## src/hw/rtl/mbs_pkg.sv

```systemverilog
// shared types, constants and defaults of the mime boundary scanner
package mbs_pkg;

    // parameter defaults
    localparam int BOUNDARY_MAX_DEF   = 16;
    localparam int MAX_BODY_BYTES_DEF = 65536;

    // fixed field widths
    localparam int BYTE_W   = 8;
    localparam int STATUS_W = 2;
    localparam int OFS_W    = 17;
    localparam int CFG_W    = 64;
    localparam int LEN_W    = 5;
    localparam int IDX_W    = 2;

    // configuration register indexes
    localparam logic [IDX_W-1:0] REG_BOUNDARY_LOW  = 2'd0;
    localparam logic [IDX_W-1:0] REG_BOUNDARY_HIGH = 2'd1;
    localparam logic [IDX_W-1:0] REG_BOUNDARY_LEN  = 2'd2;

    // status codes
    localparam logic [STATUS_W-1:0] ST_NONE    = 2'd0;
    localparam logic [STATUS_W-1:0] ST_PART    = 2'd1;
    localparam logic [STATUS_W-1:0] ST_CLOSING = 2'd2;

    // special characters
    localparam logic [BYTE_W-1:0] CH_CR = 8'h0d;
    localparam logic [BYTE_W-1:0] CH_LF = 8'h0a;
    localparam logic [BYTE_W-1:0] CH_HY = 8'h2d;

    // boundary configuration seen by the scanner
    typedef struct packed {
        logic [CFG_W-1:0] boundary_low_bytes;
        logic [CFG_W-1:0] boundary_high_bytes;
        logic [LEN_W-1:0] boundary_length;
    } cfg_t;

    // one result beat
    typedef struct packed {
        logic [STATUS_W-1:0] status;
        logic [OFS_W-1:0]    delim_start;
        logic [OFS_W-1:0]    delim_end;
    } result_t;

endpackage

```

## src/hw/rtl/mbs_body_if.sv

```systemverilog
// body byte channel: valid/ready with one byte and an end-of-body flag
interface mbs_body_if;
    logic                           valid;
    logic                           ready;
    logic [mbs_pkg::BYTE_W-1:0]     data_byte;
    logic                           last_byte;

    modport source (output valid, output data_byte, output last_byte, input ready);
    modport sink (input valid, input data_byte, input last_byte, output ready);
endinterface

```

## src/hw/rtl/mbs_result_if.sv

```systemverilog
// result channel: valid/ready with status and delimiter offsets
interface mbs_result_if;
    logic                           valid;
    logic                           ready;
    logic [mbs_pkg::STATUS_W-1:0]   status;
    logic [mbs_pkg::OFS_W-1:0]      delim_start;
    logic [mbs_pkg::OFS_W-1:0]      delim_end;

    modport source (output valid, output status, output delim_start, output delim_end,
                    input ready);
    modport sink (input valid, input status, input delim_start, input delim_end,
                  output ready);
endinterface

```

## src/hw/rtl/mbs_cfg_regs.sv

```systemverilog
// boundary configuration registers behind a plain write port
module mbs_cfg_regs
(
    input  logic                        clk,
    input  logic                        rst_n,
    input  logic                        cfg_we,
    input  logic [mbs_pkg::IDX_W-1:0]   cfg_index,
    input  logic [mbs_pkg::CFG_W-1:0]   cfg_data,
    output mbs_pkg::cfg_t               cfg
);

    logic [mbs_pkg::CFG_W-1:0] low_reg;
    logic [mbs_pkg::CFG_W-1:0] high_reg;
    logic [mbs_pkg::LEN_W-1:0] len_reg;

    // register writes, unknown indexes are dropped
    always_ff @(posedge clk or negedge rst_n)
    begin
        if (!rst_n)
        begin
            low_reg  <= '0;
            high_reg <= '0;
            len_reg  <= '0;
        end
        else if (cfg_we)
        begin
            case (cfg_index)
                mbs_pkg::REG_BOUNDARY_LOW:  low_reg  <= cfg_data;
                mbs_pkg::REG_BOUNDARY_HIGH: high_reg <= cfg_data;
                mbs_pkg::REG_BOUNDARY_LEN:  len_reg  <= cfg_data[mbs_pkg::LEN_W-1:0];
                default:                    len_reg  <= len_reg;
            endcase
        end
    end

    assign cfg.boundary_low_bytes  = low_reg;
    assign cfg.boundary_high_bytes = high_reg;
    assign cfg.boundary_length     = len_reg;

endmodule

```

## src/hw/rtl/mbs_scan_core.sv

```systemverilog
// delimiter search state machine, one byte per accepted beat
module mbs_scan_core
#(
    parameter int BOUNDARY_MAX   = mbs_pkg::BOUNDARY_MAX_DEF,
    parameter int MAX_BODY_BYTES = mbs_pkg::MAX_BODY_BYTES_DEF
)
(
    input  logic                        clk,
    input  logic                        rst_n,
    input  logic                        step,
    input  logic [mbs_pkg::BYTE_W-1:0]  data_byte,
    input  logic                        last_byte,
    input  mbs_pkg::cfg_t               cfg,
    output logic                        emit,
    output mbs_pkg::result_t            result
);

    localparam int POS_W = $clog2(MAX_BODY_BYTES + 1);
    localparam logic [POS_W-1:0] MAX_POS = POS_W'(MAX_BODY_BYTES);
    localparam logic [mbs_pkg::LEN_W-1:0] BMAX = mbs_pkg::LEN_W'(BOUNDARY_MAX);

    typedef enum logic [3:0] {
        PH_START,
        PH_CR,
        PH_LF,
        PH_HYPHEN,
        PH_BOUNDARY,
        PH_HYPHEN2,
        PH_HYPHEN3,
        PH_CR2,
        PH_LF2
    } phase_t;

    phase_t                     phase_reg, phase_next;
    logic [mbs_pkg::LEN_W-1:0]  index_reg, index_next;
    logic                       closing_reg, closing_next;
    logic                       first_reg, first_next;
    logic [POS_W-1:0]           pos_reg, pos_next;
    logic [POS_W-1:0]           start_reg, start_next;

    phase_t                     ph_in;
    phase_t                     ph_new;
    logic [mbs_pkg::LEN_W-1:0]  idx_new;
    logic [mbs_pkg::LEN_W-1:0]  idx_inc;
    logic                       clos_new;
    logic [POS_W-1:0]           start_new;
    logic                       matched;
    logic                       tail_cut;
    logic [POS_W-1:0]           pos_inc;
    logic [mbs_pkg::LEN_W-1:0]  eff_len;
    logic [2*mbs_pkg::CFG_W-1:0] bnd_bytes;
    logic [mbs_pkg::BYTE_W-1:0] bnd_char;

    // clamp length, pick the expected boundary character
    assign eff_len   = (cfg.boundary_length > BMAX) ? BMAX : cfg.boundary_length;
    assign bnd_bytes = {cfg.boundary_high_bytes, cfg.boundary_low_bytes};
    assign bnd_char  = bnd_bytes[{index_reg[3:0], 3'b000} +: mbs_pkg::BYTE_W];
    assign idx_inc   = index_reg + 1'b1;

    // saturating position of the following byte
    assign pos_inc = (pos_reg == MAX_POS) ? MAX_POS : pos_reg + 1'b1;

    // one transition of the search
    always_comb
    begin
        ph_in = (first_reg && data_byte == mbs_pkg::CH_HY) ? PH_LF : phase_reg;
        ph_new    = PH_START;
        idx_new   = '0;
        clos_new  = 1'b0;
        start_new = start_reg;
        matched   = 1'b0;
        case (ph_in)
            PH_CR:
            begin
                if (data_byte == mbs_pkg::CH_LF)
                begin
                    ph_new   = PH_LF;
                    idx_new  = index_reg;
                    clos_new = closing_reg;
                end
            end
            PH_LF:
            begin
                if (data_byte == mbs_pkg::CH_HY)
                begin
                    ph_new   = PH_HYPHEN;
                    idx_new  = index_reg;
                    clos_new = closing_reg;
                end
                else if (data_byte == mbs_pkg::CH_CR)
                begin
                    ph_new    = PH_CR;
                    idx_new   = index_reg;
                    clos_new  = closing_reg;
                    start_new = pos_reg;
                end
            end
            PH_HYPHEN:
            begin
                if (data_byte == mbs_pkg::CH_HY)
                begin
                    ph_new   = PH_BOUNDARY;
                    clos_new = closing_reg;
                end
            end
            PH_BOUNDARY:
            begin
                if (eff_len != '0 && index_reg < eff_len && data_byte == bnd_char)
                begin
                    idx_new  = idx_inc;
                    clos_new = closing_reg;
                    ph_new   = (idx_inc == eff_len) ? PH_HYPHEN2 : PH_BOUNDARY;
                end
            end
            PH_HYPHEN2:
            begin
                if (data_byte == mbs_pkg::CH_HY)
                begin
                    ph_new   = PH_HYPHEN3;
                    idx_new  = index_reg;
                    clos_new = 1'b1;
                end
                else if (data_byte == mbs_pkg::CH_CR)
                begin
                    ph_new   = PH_LF2;
                    idx_new  = index_reg;
                    clos_new = closing_reg;
                end
            end
            PH_HYPHEN3:
            begin
                if (data_byte == mbs_pkg::CH_HY)
                begin
                    ph_new   = PH_CR2;
                    idx_new  = index_reg;
                    clos_new = closing_reg;
                end
            end
            PH_CR2:
            begin
                if (data_byte == mbs_pkg::CH_CR)
                begin
                    ph_new   = PH_LF2;
                    idx_new  = index_reg;
                    clos_new = closing_reg;
                end
            end
            PH_LF2:
            begin
                if (data_byte == mbs_pkg::CH_LF)
                begin
                    matched  = 1'b1;
                    ph_new   = PH_LF2;
                    idx_new  = index_reg;
                    clos_new = closing_reg;
                end
            end
            default:
            begin
                if (data_byte == mbs_pkg::CH_CR)
                begin
                    ph_new    = PH_CR;
                    idx_new   = index_reg;
                    clos_new  = closing_reg;
                    start_new = pos_reg;
                end
            end
        endcase
    end

    // delimiter cut off by the end of the body
    assign tail_cut = last_byte &&
                      (ph_new == PH_HYPHEN3 || ph_new == PH_CR2 || ph_new == PH_LF2);

    // result of this byte
    always_comb
    begin
        emit               = last_byte || matched;
        result.delim_start = mbs_pkg::OFS_W'(start_new);
        result.delim_end   = mbs_pkg::OFS_W'(pos_inc);
        if (matched || tail_cut)
            result.status = clos_new ? mbs_pkg::ST_CLOSING : mbs_pkg::ST_PART;
        else
            result.status = mbs_pkg::ST_NONE;
    end

    // next state, restart after any report
    always_comb
    begin
        phase_next   = phase_reg;
        index_next   = index_reg;
        closing_next = closing_reg;
        first_next   = first_reg;
        pos_next     = pos_reg;
        start_next   = start_reg;
        if (step)
        begin
            if (emit)
            begin
                phase_next   = PH_START;
                index_next   = '0;
                closing_next = 1'b0;
                first_next   = 1'b1;
                pos_next     = last_byte ? '0 : pos_inc;
                start_next   = last_byte ? '0 : pos_inc;
            end
            else
            begin
                phase_next   = ph_new;
                index_next   = idx_new;
                closing_next = clos_new;
                first_next   = 1'b0;
                pos_next     = pos_inc;
                start_next   = start_new;
            end
        end
    end

    // search state
    always_ff @(posedge clk or negedge rst_n)
    begin
        if (!rst_n)
        begin
            phase_reg   <= PH_START;
            index_reg   <= '0;
            closing_reg <= 1'b0;
            first_reg   <= 1'b1;
            pos_reg     <= '0;
            start_reg   <= '0;
        end
        else
        begin
            phase_reg   <= phase_next;
            index_reg   <= index_next;
            closing_reg <= closing_next;
            first_reg   <= first_next;
            pos_reg     <= pos_next;
            start_reg   <= start_next;
        end
    end

endmodule

```

## src/hw/rtl/mbs_out_queue.sv

```systemverilog
// two-entry result queue between the scanner and the result channel
module mbs_out_queue
(
    input  logic                clk,
    input  logic                rst_n,
    input  logic                push,
    input  mbs_pkg::result_t    push_data,
    output logic                has_room,
    output logic                out_valid,
    input  logic                out_ready,
    output mbs_pkg::result_t    out_data
);

    mbs_pkg::result_t   entry_reg [2];
    logic               wr_ptr_reg, wr_ptr_next;
    logic               rd_ptr_reg, rd_ptr_next;
    logic [1:0]         count_reg, count_next;
    logic               pop;

    assign has_room  = (count_reg != 2'd2);
    assign out_valid = (count_reg != 2'd0);
    assign out_data  = entry_reg[rd_ptr_reg];
    assign pop       = out_valid && out_ready;

    // pointer and fill bookkeeping
    always_comb
    begin
        wr_ptr_next = push ? ~wr_ptr_reg : wr_ptr_reg;
        rd_ptr_next = pop ? ~rd_ptr_reg : rd_ptr_reg;
        count_next  = count_reg + {1'b0, push} - {1'b0, pop};
    end

    always_ff @(posedge clk or negedge rst_n)
    begin
        if (!rst_n)
        begin
            wr_ptr_reg <= 1'b0;
            rd_ptr_reg <= 1'b0;
            count_reg  <= 2'd0;
        end
        else
        begin
            wr_ptr_reg <= wr_ptr_next;
            rd_ptr_reg <= rd_ptr_next;
            count_reg  <= count_next;
        end
    end

    // payload storage
    always_ff @(posedge clk)
    begin
        if (push)
            entry_reg[wr_ptr_reg] <= push_data;
    end

endmodule

```

## src/hw/rtl/mime_boundary_scanner.sv

```systemverilog
// top level of the mime multipart boundary scanner
//
//   channel   direction  beat contents
//   body      in         data_byte, last_byte
//   result    out        status, delim_start, delim_end
//   cfg_*     in         write enable, register index, 64-bit data
//
// one body byte per cycle; each byte is a single transition of the search
// state machine and at most one result beat comes out of it.
// results sit in a two-entry queue, so bytes keep flowing while one result
// waits; body.ready drops only when both entries are full.
// reset clears the search, the body position, the queue and the boundary.
module mime_boundary_scanner
#(
    parameter int BOUNDARY_MAX   = mbs_pkg::BOUNDARY_MAX_DEF,
    parameter int MAX_BODY_BYTES = mbs_pkg::MAX_BODY_BYTES_DEF
)
(
    input  logic                        clk,
    input  logic                        rst_n,
    mbs_body_if.sink                    body,
    mbs_result_if.source                result,
    input  logic                        cfg_we,
    input  logic [mbs_pkg::IDX_W-1:0]   cfg_index,
    input  logic [mbs_pkg::CFG_W-1:0]   cfg_data
);

    mbs_pkg::cfg_t      cfg;
    mbs_pkg::result_t   scan_result;
    mbs_pkg::result_t   queue_head;
    logic               accept;
    logic               emit;
    logic               has_room;

    mbs_cfg_regs u_cfg
    (
        .clk       (clk),
        .rst_n     (rst_n),
        .cfg_we    (cfg_we),
        .cfg_index (cfg_index),
        .cfg_data  (cfg_data),
        .cfg       (cfg)
    );

    // input handshake
    assign body.ready = has_room;
    assign accept     = body.valid && has_room;

    mbs_scan_core
    #(
        .BOUNDARY_MAX   (BOUNDARY_MAX),
        .MAX_BODY_BYTES (MAX_BODY_BYTES)
    )
    u_core
    (
        .clk       (clk),
        .rst_n     (rst_n),
        .step      (accept),
        .data_byte (body.data_byte),
        .last_byte (body.last_byte),
        .cfg       (cfg),
        .emit      (emit),
        .result    (scan_result)
    );

    mbs_out_queue u_queue
    (
        .clk       (clk),
        .rst_n     (rst_n),
        .push      (accept && emit),
        .push_data (scan_result),
        .has_room  (has_room),
        .out_valid (result.valid),
        .out_ready (result.ready),
        .out_data  (queue_head)
    );

    // result beat payload
    assign result.status      = queue_head.status;
    assign result.delim_start = queue_head.delim_start;
    assign result.delim_end   = queue_head.delim_end;

endmodule

```

## src/flat_wrapper.sv

```systemverilog
// flat-port wrapper written by rule: the top's interface ports become plain ports
module mime_boundary_scanner_flat 
#(
    parameter int BOUNDARY_MAX   = mbs_pkg::BOUNDARY_MAX_DEF,
    parameter int MAX_BODY_BYTES = mbs_pkg::MAX_BODY_BYTES_DEF
)
  (clk, rst_n, cfg_we, cfg_index, cfg_data, body_valid, body_data_byte, body_last_byte, body_ready, result_valid, result_status, result_delim_start, result_delim_end, result_ready);
  mbs_body_if body_i ();
  mbs_result_if result_i ();
  input  logic clk;
  input  logic rst_n;
  input  logic cfg_we;
  input  logic [mbs_pkg::IDX_W-1:0] cfg_index;
  input  logic [mbs_pkg::CFG_W-1:0] cfg_data;
  input wire logic [$bits(body_i.valid)-1:0] body_valid;
  input wire logic [$bits(body_i.data_byte)-1:0] body_data_byte;
  input wire logic [$bits(body_i.last_byte)-1:0] body_last_byte;
  output wire logic [$bits(body_i.ready)-1:0] body_ready;
  output wire logic [$bits(result_i.valid)-1:0] result_valid;
  output wire logic [$bits(result_i.status)-1:0] result_status;
  output wire logic [$bits(result_i.delim_start)-1:0] result_delim_start;
  output wire logic [$bits(result_i.delim_end)-1:0] result_delim_end;
  input wire logic [$bits(result_i.ready)-1:0] result_ready;
  assign body_i.valid = body_valid;
  assign body_i.data_byte = body_data_byte;
  assign body_i.last_byte = body_last_byte;
  assign body_ready = body_i.ready;
  assign result_valid = result_i.valid;
  assign result_status = result_i.status;
  assign result_delim_start = result_i.delim_start;
  assign result_delim_end = result_i.delim_end;
  assign result_i.ready = result_ready;
  mime_boundary_scanner #(.BOUNDARY_MAX(BOUNDARY_MAX), .MAX_BODY_BYTES(MAX_BODY_BYTES)) u_core (.clk(clk), .rst_n(rst_n), .body(body_i), .result(result_i), .cfg_we(cfg_we), .cfg_index(cfg_index), .cfg_data(cfg_data));
endmodule
```

## config.mk

```make
export PLATFORM = sky130hd
export DESIGN_NAME = mime_boundary_scanner_flat
export DESIGN_NICKNAME = d
export VERILOG_FILES = /design/src/hw/rtl/mbs_pkg.sv /design/src/hw/rtl/mbs_body_if.sv /design/src/hw/rtl/mbs_result_if.sv /design/src/hw/rtl/mbs_cfg_regs.sv /design/src/hw/rtl/mbs_scan_core.sv /design/src/hw/rtl/mbs_out_queue.sv /design/src/hw/rtl/mime_boundary_scanner.sv /design/src/flat_wrapper.sv
export SDC_FILE = /design/constraint.sdc
export NUM_CORES = 1
export LEC_CHECK = 0
export BUFFER_PORTS_ARGS = -buffer_cell sky130_fd_sc_hd__buf_2
export CAP_MARGIN = 20
export CORE_MARGIN = 2
export CORE_UTILIZATION = 30
export DETAILED_ROUTE_END_ITERATION = 8
export HOLD_SLACK_MARGIN = 0.03
export PLACE_DENSITY_LB_ADDON = 0.05
export SLEW_MARGIN = 40
export SYNTH_ARGS = -nofsm -noshare
export SYNTH_HDL_FRONTEND = slang
export SYNTH_SLANG_ARGS = --single-unit
```

## constraint.sdc

```tcl
create_clock -name clk -period 5.2 [get_ports clk]
set_input_delay 1.04 -clock clk [delete_from_list [all_inputs] [get_ports clk]]
set_output_delay 1.04 -clock clk [all_outputs]
set_load 0.01 [all_outputs]
```

==> impl_metrics.py, run 1 <==
metrics = {
    "drt": {
        "num_vias": 7481,
        "avgViaCountPerCell": 4.87,
        "drt_iter0_drc": 275,
        "antenna_violating_nets_post_route": 0,
        "drt_first_pass_iters": 4,
        "post-route-drc-count": 0,
        "detail_route.wirelength_microns": 30800,
        "wl_per_cell_microns": 20.1,
    },
    "power_and_ir_drop": {
        "power_mw": 5.76,
        "fraction_of_power_spent_switching_nets": 0.267,
        "p_per_area_nw_per_um2": 404,
        "combinationalPowerShare": 0.187,
        "static-leakage-power_nw": 5.72,
        "clkPwrFrac": 0.373,
        "power.switching_mw": 1.54,
        "power_frac_seq": 0.440,
        "power_report.internal_total_mw": 4.22,
        "worst_voltage_drop_across_the_vdd_grid_uv": 231,
    },
    "sta": {
        "finalHoldViolCount": 0,
        "finalMaxSlewViolations": 0,
        "max-slew-margin-rel": 0.472,
        "rsz0062_at_grt": "no",
        "shortest_period_the_worst_path_allows_ns": 3.50,
        "setup_violations": 0,
        "worst_slew_pin_slew_ns": 0.792,
        "finalWorstSetupSlack_ns": 1.70,
        "finClkSkew_ns": 0.0161,
        "setup_total_negative_slack_ns": 0,
        "ratio_of_final_minimum_period_to_clock_period": 0.673,
        "maximum_operating_frequency_mhz": 286,
    },
    "setup_path": {
        "slowest_stage_cell_crit_path": "dfrtp_4",
        "timing.critical_path.required_ns": 5.49,
        "critPathMaxFanout": 27,
        "crit_chain": "mux4_1, mux4_2, xor2_1, or4_4, nor4b_4, a211o_1, a21oi_1",
        "setup.worst_path.class": "reg2reg",
        "timing.critical_path.arrival_ns": 3.79,
        "critPathCaptureType": "register",
        "crit_path_max_incr_delay_ns": 0.75,
        "crit_path_start_kind": "register",
    },
    "finish": {
        "fill_count": 3938,
        "finalNonFillerCells": 1537,
        "net_count_of_the_finished_layout": 1079,
        "syn_to_final_growth_pct": 18.2,
        "number_of_flip_flops_under_the_largest_register_name": 72,
        "final_util": 0.359,
        "num_antenna_cells": 0,
        "proportion_of_layout_cells_with_a_drive_suffix_above_1": 0.397,
    },
    "global_routing": {
        "number_of_global_route_vias_before_repair": 7729,
        "grt_max_degree": 107,
        "grt_antenna_before_repair": 4,
        "grt_util_all_layers": 0.149,
        "wire_length_of_the_first_global_routing_pass_microns": 47700,
        "globalRouteOverflowTotal": 0,
    },
    "placement": {
        "routabilityCongestion": 0.764,
        "place.detailed.instances": 1482,
        "dp_hpwl_microns": 20500,
        "place_ws_ns": 1.57,
        "place.port_buffers": 117,
    },
    "clock_tree": {
        "clock_latency_ns": 0.56,
        "numClockSinks": 254,
        "postCtsHoldBufs": 0,
        "cts_root_buf": "clkbuf_16",
        "cts_buffers": 30,
        "tritoncts_clock_tree": "built",
        "post_cts_buffers": 0,
        "clkTransAtPathRegs_ns": 0.06,
        "post_cts.resized_instances": 0,
        "clock_path_buffers": 3,
        "cts_max_level": 1,
    },
    "synthesis": {
        "synth_cell_type_count": 62,
        "synth_area_sq_um": 12000,
        "net_count_synth": 971,
        "synthCells": 881,
        "synth_edf_count": 72,
        "ys_async_sr_fraction": 0.717,
        "syn_avg_cell_area_sq_um": 13.7,
        "ys.warnings.count": 0,
        "primary_ff_master_synth": "dfrtp_1",
        "portion_of_the_post_synthesis_area_used_by_sequential_elements": 0.558,
        "ys_seq_elements": 254,
    },
    "floorplan": {
        "die_w_microns": 204,
        "fp.dieH_microns": 204,
        "num_io_pins": 118,
        "starting_density": 0.304,
        "core_sq_um": 39600,
        "dieArea_sq_um": 41800,
        "std_cell_rows": 73,
    },
    "outcome": {
        "outcome": "completed",
    },
    "job": {
        "max_cap_viol_count": 0,
    },
    "min_path": {
        "hp-class": "in2async",
    },
}
-- per-stage QoR --
stage	hold slack (ns)	cell area, sq um
detailed placement	0.466	13200
finish	0.454	14200
global route	0.477	14200
CTS	0.473	14200
global placement	0.457	13200
floorplan	0.443	12000
-- power groups by stage --
stage	logic (mW)	clock network (mW)	registers, mW
finish	1.08	2.15	2.53
detailed placement	1.12	0	2.57
CTS	1.12	2.23	2.54
floorplan	0.742	0	2.50
global placement	1.12	0	2.57
global route	1.20	2.31	2.57
-- per-layer routing --
layer	GRT usage	part of all wire	vias to the layer above
met5	0.00833	0.0013	-
met4	0.0388	0.026	6
met3	0.0276	0.034	54
met1	0.189	0.44	3799
met2	0.260	0.50	114
li1	-	-	3508
-- cell usage in the layout (no fill, tap or decap), types with 5 or more instances in the layout --
cell | synthesis | final
nand2_1 | 53 | 53
a22o_1 | 14 | 14
nor2b_1 | 11 | 11
or2_2 | 5 | 5
o21ai_0 | 36 | 36
nor3_1 | 7 | 6
clkinv_2 | 0 | 5
and2_1 | 9 | 9
nor2_1 | 27 | 27
clkbuf_1 | 42 | 6
o31ai_1 | 5 | 5
edfxtp_1 | 72 | 72
xor2_1 | 12 | 12
mux4_2 | 24 | 24
ha_1 | 10 | 10
inv_1 | 12 | 12
xnor2_1 | 21 | 21
a22oi_1 | 5 | 5
nand3_1 | 15 | 15
a21oi_1 | 11 | 11
mux2i_1 | 30 | 30
mux2_2 | 185 | 185
dfrtp_1 | 181 | 178
clkbuf_16 | 0 | 32
nand4_1 | 7 | 7
clkbuf_8 | 0 | 6
and3_1 | 6 | 6
buf_2 | 9 | 116
buf_4 | 0 | 10
-- cells in the mapped netlist (3+ instances only) --
master	instances	area, sq um
xor2_1	12	105
nand2_1	53	199
o2111ai_1	4	35.0
and2_1	9	56.3
dfrtp_1	181	4530
xnor2_1	21	184
nand3_1	15	75.1
a221oi_1	4	35.0
mux2i_1	30	300
inv_1	12	45.0
nand3b_1	4	30.0
a21oi_1	11	55.1
a22oi_1	5	37.5
o21ai_0	36	180
or2_2	5	31.3
o22ai_1	3	18.8
mux2_2	185	2080
and3_1	6	37.5
nand4_1	7	43.8
a22o_1	14	123
mux4_1	4	105
nor2b_1	11	68.8
or3_1	3	18.8
nor4_1	3	18.8
nor3_1	7	35.0
clkbuf_1	42	158
buf_2	9	45.0
a211o_1	3	26.3
and4_1	3	26.3
nor4b_1	4	35.0
nor2_1	27	101
o31ai_1	5	37.5
edfxtp_1	72	2160
mux4_2	24	541
a21o_1	3	22.5
ha_1	10	125
-- path summary, 6_finish.rpt --
kind | start | endpoint | slack, ns | cells after the start
worst max-delay path | u_core.u_core.index_reg[0]$_DFFE_PN0P_ | u_core.u_queue.entry_reg[1][34]$_DFFE_PP_ | 1.70 | 7
worst min-delay path | rst_n | u_core.u_cfg.low_reg[40]$_DFFE_PN0P_ | 0.45 | 1
worst max register to register | u_core.u_core.index_reg[0]$_DFFE_PN0P_ | u_core.u_queue.entry_reg[1][34]$_DFFE_PP_ | 1.70 | 7
worst min register to register | u_core.u_core.start_reg[16]$_DFFE_PN0P_ | u_core.u_core.start_reg[16]$_DFFE_PN0P_ | 0.47 | 2
max in group asynchronous | rst_n | u_core.u_core.start_reg[10]$_DFFE_PN0P_ | 3.87 | 2
min in group clk | u_core.u_core.start_reg[16]$_DFFE_PN0P_ | u_core.u_core.start_reg[16]$_DFFE_PN0P_ | 0.47 | 2
-- final cells by class --
cell class | instances | area (sq um) | share of cell area
flip-flops and latches | 254 | 6720 | 0.472
multi-input cells | 560 | 5070 | 0.356
well taps | 525 | 657 | 0.0461
repair buffers | 130 | 723 | 0.0508
clock buffers | 43 | 881 | 0.0619
clock inverters | 12 | 134 | 0.00940
inverters | 13 | 48.8 | 0.00343
-- cells by family (layout without fill, tap and decap cells) --
logic type	Yosys count	in the layout	synth area share
and+or+nand+nor	168	168	0.0733
adders and majority gates	10	10	0.0104
xor gates and xnor gates	33	33	0.0240
DFF	254	254	0.558
AOI/OAI and AO/OA	106	106	0.0605
muxes	243	243	0.252
buffers and inverters	67	198	0.0224
-- worst max-delay path: cells and delay by family (launching register included) --
family           cells  cell delay, ns
AND/OR/NAND/NOR      2            0.82
XOR/XNOR             1            0.16
multiplexers         2            1.14
flip-flops           1            0.75
AO/OA/AOI/OAI        2            0.35
No activity file was read; power rests on OpenSTA's default activity.
==> inputs of run 2 (changes only) <==
- clock period: 5.2 -> 3.16 ns (I/O delays scaled with it)
==> run 2 against run 1 <==
  * Via count grew 2.0%
  * Hold slack worse by 0.40 ns
  * Global-route usage grew 0.47 points
  * Clock skew decreased by 0.0037 ns
  * Critical path depth unchanged
  * First-iteration DRC count fell by 8.0%
  * Count of clock-buffer cells in the layout rose by 1
  * Worst setup slack got worse by 1.6 ns
==> impl_metrics.py, run 2 (synthesized netlist as in run 1, its figures left out) <==
metrics = {
    "finish": {
        "proportion_of_layout_cells_with_a_drive_suffix_above_1": 0.416,
        "layout_commonest_cell": "mux2_2",
        "num_antenna_cells": 0,
        "fill_count": 3942,
        "finalNonFillerCells": 1568,
        "number_of_flip_flops_under_the_largest_register_name": 72,
        "layout_common_cells": "mux2_2 (185), dfrtp_1 (179), buf_2 (116)",
        "syn_to_final_growth_pct": 20.6,
        "net_count_of_the_finished_layout": 1109,
    },
    "clock_tree": {
        "post_cts.resized_instances": 0,
        "tritoncts_clock_tree": "built",
        "clkTransAtPathRegs_ns": 0.06,
        "postCtsHoldBufs": 0,
        "numClockSinks": 254,
        "cts_root_buf": "clkbuf_16",
        "clock_path_buffers": 3,
        "cts_max_level": 1,
        "post_cts_buffers": 0,
        "clock_latency_ns": 0.56,
        "cts_buffers": 31,
    },
    "drt": {
        "dr_wl_met2_microns": 15700,
        "detail_route.wirelength_microns": 31600,
        "antenna_violating_nets_post_route": 0,
        "drt_first_pass_iters": 5,
        "post-route-drc-count": 0,
        "top_layer_used": "met5",
        "route.met3.wl_microns": 1150,
        "drt-met1-wl_microns": 14200,
        "wl_per_cell_microns": 20.2,
        "drt_iter0_drc": 253,
        "avgViaCountPerCell": 4.86,
        "num_vias": 7627,
    },
    "power_and_ir_drop": {
        "p_per_area_nw_per_um2": 662,
        "worst_voltage_drop_across_the_vdd_grid_uv": 409,
        "static-leakage-power_nw": 5.89,
        "power_mw": 9.61,
    },
    "sta": {
        "ratio_of_final_minimum_period_to_clock_period": 0.953,
        "finalMaxSlewViolations": 0,
        "setup_total_negative_slack_ns": 0,
        "finClkSkew_ns": 0.0124,
        "worst_slew_pin_slew_ns": 0.772,
        "maximum_operating_frequency_mhz": 332,
        "max-slew-margin-rel": 0.484,
        "finalWorstSetupSlack_ns": 0.149,
        "shortest_period_the_worst_path_allows_ns": 3.01,
        "rsz0062_at_grt": "no",
        "finalHoldViolCount": 0,
        "setup_violations": 0,
    },
    "global_routing": {
        "grt_antenna_before_repair": 1,
        "wire_length_of_the_first_global_routing_pass_microns": 49000,
        "grt_max_degree": 65,
        "globalRouteOverflowTotal": 0,
        "grt_util_all_layers": 0.154,
        "number_of_global_route_vias_before_repair": 7802,
    },
    "placement": {
        "place.detailed.instances": 1511,
        "place.port_buffers": 117,
        "place_ws_ns": 0.0976,
        "routabilityCongestion": 0.793,
        "dp_hpwl_microns": 21800,
    },
    "setup_path": {
        "setup.worst_path.class": "reg2reg",
        "cp_top_family": "multiplexers",
        "critPathMaxFanout": 7,
        "timing.critical_path.required_ns": 3.46,
        "crit_chain": "mux4_1, mux4_2, xor2_1, or4_4, nor4b_4, a211o_1, a21oi_1",
        "bufs_and_invs_on_worst_path": 0,
        "crit_path_max_incr_delay_ns": 0.56,
        "timing.critical_path.arrival_ns": 3.31,
        "critPathCaptureType": "register",
        "slowest_stage_cell_crit_path": "mux4_1",
        "crit_path_start_kind": "register",
    },
    "floorplan": {
        "starting_density": 0.304,
        "num_io_pins": 118,
        "std_cell_rows": 73,
        "fp.dieH_microns": 204,
        "core_sq_um": 39600,
        "dieArea_sq_um": 41800,
        "die_w_microns": 204,
    },
    "outcome": {
        "outcome": "completed",
    },
    "job": {
        "max_cap_viol_count": 0,
    },
    "min_path": {
        "hp-class": "in2async",
    },
}
[run 2: cell count changes in the layout (fill, tap and decap cells not counted), sizes merged]
cell and change:
clkbuf +1, clkinv -1, buf +29, clkinvlp +1, inv +1
[run 2: path summary, 6_finish.rpt]
kind	start	to	slack [ns]	cells past startpoint
min	rst_n	u_core.u_queue.wr_ptr_reg$_DFFE_PN0P_	0.05	1
min reg2reg	u_core.u_core.start_reg[15]$_DFFE_PN0P_	u_core.u_core.start_reg[15]$_DFFE_PN0P_	0.48	2
min in group clk	cfg_data[53]	u_core.u_cfg.low_reg[53]$_DFFE_PN0P_	0.32	2
max reg2reg	u_core.u_core.index_reg[0]$_DFFE_PN0P_	u_core.u_queue.entry_reg[0][34]$_DFFE_PP_	0.15	7
max in group asynchronous	rst_n	u_core.u_core.start_reg[5]$_DFFE_PN0P_	2.23	2
max	u_core.u_core.index_reg[0]$_DFFE_PN0P_	u_core.u_queue.entry_reg[0][34]$_DFFE_PP_	0.15	7
[run 2: per-layer routing]
metal | track usage | vias up
met4 | 0.0329 | 2
li1 | - | 3570
met1 | 0.204 | 3867
met5 | 0 | -
met2 | 0.263 | 144
met3 | 0.0261 | 44
[run 2: power by group]
part           leakage [nW]  total (mW)  internal (mW)  switching, mW
clock                 0.509        3.62           2.20           1.42
combinational          2.48        1.82          0.897          0.923
sequential             2.90        4.17           3.91          0.260
[run 2: area by class of cell]
cell class                 instances  area (sq um)  area share
sequential                       254          6720       0.463
multi-input combinational        560          5080       0.350
timing repair buffer             159           972      0.0670
clock buffer                      44           895      0.0616
tap                              525           657      0.0453
clock inverter                    13           146      0.0101
inverter                          13          48.8     0.00336
[run 2: stage by stage]
| stage | cell area, sq um | util | hold slack, ns |
|---|---|---|---|
| after floorplan | 12100 | - | 0.336 |
| final | 14500 | 0.366 | 0.0537 |
| after detailed placement | 13500 | 0.340 | 0.464 |
| after global routing | 14500 | 0.366 | 0.0622 |
| after global placement | 13500 | 0.340 | 0.456 |
| after CTS | 14500 | 0.366 | 0.0511 |
==> inputs of run 3 (changes only) <==
- ABC_AREA: unset -> 1
==> run 3 against run 2 <==
  * Register-to-register slack better by 0.35 ns
  * Highest routed layer is now met4
  * Count of clock-buffer cells in the layout down 2
  * Sequential power up 3%
  * Via count grew 35%
  * Largest cell class unchanged
  * Critical path type unchanged
  * Sequential share of layout area down 1.1 points
==> impl_metrics.py, run 3 <==
metrics = {
    "global_routing": {
        "grt_max_degree": 129,
        "grt_util_all_layers": 0.172,
        "number_of_global_route_vias_before_repair": 10600,
        "globalRouteOverflowTotal": 0,
        "grt_antenna_before_repair": 0,
        "wire_length_of_the_first_global_routing_pass_microns": 59600,
    },
    "setup_path": {
        "setup.worst_path.class": "reg2reg",
        "slowest_stage_cell_crit_path": "dfrtp_1",
        "critPathMaxFanout": 17,
        "cp_common_cell": "nand2_1",
        "regToRegSetupSlack_ns": 0.50,
        "rr_endpoint": "u_core.u_queue.entry_reg[1][34]$_DFFE_PP_",
        "reg2regPathDepth": 15,
        "crit_chain": "inv_2, nor2_4, nand3_1, nand2_1, inv_1, nand3_1, nand2_1, nand2_1, nand3_1, nor2_1, nand3_2, nand2_1, nand2_1, nand2_2, a21oi_1",
        "crit_path_start_kind": "register",
        "cp_top_family": "simple AND/OR/NAND/NOR gates",
        "timing.critical_path.arrival_ns": 2.95,
        "bufs_and_invs_on_worst_path": 2,
        "timing.critical_path.required_ns": 3.45,
        "critPathCaptureType": "register",
        "crit_path_max_incr_delay_ns": 0.49,
        "worstReg2RegStart": "u_core.u_core.index_reg[2]$_DFFE_PN0P_",
    },
    "synthesis": {
        "post_synth_most_frequent_cells": "nand2_1 (561), o21ai_0 (191), dfrtp_1 (181), inv_1 (174), nor2_1 (113)",
        "synth.most_common_cell": "nand2_1",
        "ys_async_sr_fraction": 0.717,
        "synth_edf_count": 72,
        "synth_largest_type_area_fraction": 0.361,
        "net_count_synth": 1677,
        "ys.warnings.count": 0,
        "syn_avg_cell_area_sq_um": 7.91,
        "portion_of_the_post_synthesis_area_used_by_sequential_elements": 0.535,
        "synth_area_sq_um": 12500,
        "synthCells": 1587,
        "synthDominantAreaCellType": "dfrtp_1",
        "primary_ff_master_synth": "dfrtp_1",
        "synth_cell_type_count": 38,
        "ys_seq_elements": 254,
        "yosys-top-cells-area": "dfrtp_1 (36%), edfxtp_1 (17%), nand2_1 (17%)",
    },
    "clock_tree": {
        "numClockSinks": 254,
        "post_cts.resized_instances": 0,
        "tritoncts_clock_tree": "built",
        "clkTransAtPathRegs_ns": 0.06,
        "postCtsHoldBufs": 0,
        "clock_path_buffers": 3,
        "clock_latency_ns": 0.56,
        "cts_max_level": 1,
        "post_cts_buffers": 0,
        "cts_root_buf": "clkbuf_16",
        "cts_buffers": 31,
    },
    "floorplan": {
        "dieArea_sq_um": 43500,
        "std_cell_rows": 74,
        "starting_density": 0.306,
        "core_sq_um": 41000,
        "fp.dieH_microns": 208,
        "die_w_microns": 208,
        "num_io_pins": 118,
    },
    "placement": {
        "place_ws_ns": 0.293,
        "dp_hpwl_microns": 25300,
        "routabilityCongestion": 0.781,
        "placed_cell_area_sq_um": 13900,
        "place.port_buffers": 117,
    },
    "finish": {
        "final_util": 0.362,
        "footprint_of_the_multi_input_gates_sq_um": 4850,
        "final_design_area_no_fill_sq_um": 14900,
        "layout_commonest_cell": "nand2_1",
        "fill_count": 4366,
        "number_of_flip_flops_under_the_largest_register_name": 72,
        "layout_common_cells": "nand2_1 (559), o21ai_0 (191), dfrtp_1 (180)",
        "seq_area_sq_um": 6720,
        "syn_to_final_growth_pct": 18.4,
        "num_antenna_cells": 0,
        "net_count_of_the_finished_layout": 1784,
        "proportion_of_layout_cells_with_a_drive_suffix_above_1": 0.140,
    },
    "drt": {
        "wl_per_cell_microns": 16.2,
        "drt_iter0_drc": 507,
        "post-route-drc-count": 0,
        "num_vias": 10300,
        "detail_route.wirelength_microns": 36400,
        "antenna_violating_nets_post_route": 0,
        "drt_first_pass_iters": 5,
        "avgViaCountPerCell": 4.58,
    },
    "sta": {
        "max-slew-margin-rel": 0.551,
        "finalMaxSlewViolations": 0,
        "ratio_of_final_minimum_period_to_clock_period": 0.842,
        "rsz0062_at_grt": "no",
        "finalWorstSetupSlack_ns": 0.498,
        "shortest_period_the_worst_path_allows_ns": 2.66,
        "worst_slew_pin_slew_ns": 0.674,
        "finClkSkew_ns": 0.0111,
        "maximum_operating_frequency_mhz": 376,
        "finalHoldViolCount": 0,
        "setup_total_negative_slack_ns": 0,
        "setup_violations": 0,
    },
    "power_and_ir_drop": {
        "clkPwrFrac": 0.348,
        "power_mw": 10.1,
        "p_per_area_nw_per_um2": 679,
        "worst_voltage_drop_across_the_vdd_grid_uv": 375,
        "fraction_of_power_spent_switching_nets": 0.315,
        "combinationalPowerShare": 0.227,
        "power_report.internal_total_mw": 6.91,
        "static-leakage-power_nw": 7.23,
        "power_frac_seq": 0.425,
        "power.switching_mw": 3.18,
    },
    "outcome": {
        "outcome": "completed",
    },
    "job": {
        "max_cap_viol_count": 0,
    },
    "min_path": {
        "hp-class": "in2async",
    },
}
## run 3: cell count changes in the layout (fill, tap and decap cells not counted), sizes merged, moves of 19 or more
cell   change
mux2     -185
a21oi     +23
mux2i     -30
xnor2     -19
nand3     +63
nor2      +92
inv      +169
nand2    +512
o21ai    +180
mux4      -28
## run 3: layer usage
| metal | share of wire | GRT usage |
|---|---|---|
| met5 | 0 | 0 |
| met4 | 0.028 | 0.0461 |
| met3 | 0.029 | 0.0234 |
| met2 | 0.47 | 0.288 |
| met1 | 0.47 | 0.234 |
## run 3: per-stage QoR
stage,cells,hold WS (ns)
5_1_grt,2249,0.0583
6_report,2249,0.0411
4_1_cts,2249,0.0413
3_3_place_gp,2193,0.465
3_5_place_dp,2193,0.468
2_1_floorplan,1587,0.336
## run 3: kinds of logic after synthesis
logic type,share of synthesized area
DFF,0.535
and+or+nand+nor,0.255
buffers and inverters,0.0805
adders and majority gates,0.00997
AOI/OAI and AO/OA,0.113
xor gates and xnor gates,0.00628
## run 3: area by class of cell
cell class | instances | area share
multi-input cells | 1077 | 0.327
flip-flops and latches | 254 | 0.452
well taps | 532 | 0.0448
inverters | 184 | 0.0465
clock inverters | 14 | 0.00867
clock buffers | 42 | 0.0590
repair buffers | 146 | 0.0622
## run 3: worst max path at each step
stage / startpoint / to / slack [ns] / cells past startpoint
finish: u_core.u_core.index_reg[2]$_DFFE_PN0P_ / u_core.u_queue.entry_reg[1][34]$_DFFE_PP_ / 0.50 / 15
global route: u_core.u_core.index_reg[2]$_DFFE_PN0P_ / u_core.u_queue.entry_reg[1][35]$_DFFE_PP_ / 0.18 / 16
CTS: u_core.u_core.index_reg[2]$_DFFE_PN0P_ / u_core.u_queue.entry_reg[1][34]$_DFFE_PP_ / 0.46 / 15
detailed placement: body_data_byte[4] / u_core.u_queue.entry_reg[1][25]$_DFFE_PP_ / 0.29 / 13
global placement: body_data_byte[4] / u_core.u_queue.entry_reg[1][25]$_DFFE_PP_ / 0.32 / 13
floorplan: body_data_byte[1] / u_core.u_queue.entry_reg[1][0]$_DFFE_PP_ / -0.05 / 12
## run 3: power by group through the flow
| stage | clock network (mW) | logic, mW | registers, mW |
|---|---|---|---|
| CTS | 3.64 | 2.36 | 4.29 |
| global placement | 0 | 2.34 | 4.34 |
| finish | 3.51 | 2.29 | 4.29 |
| floorplan | 0 | 1.47 | 4.28 |
| global route | 3.76 | 2.67 | 4.36 |
| detailed placement | 0 | 2.36 | 4.35 |
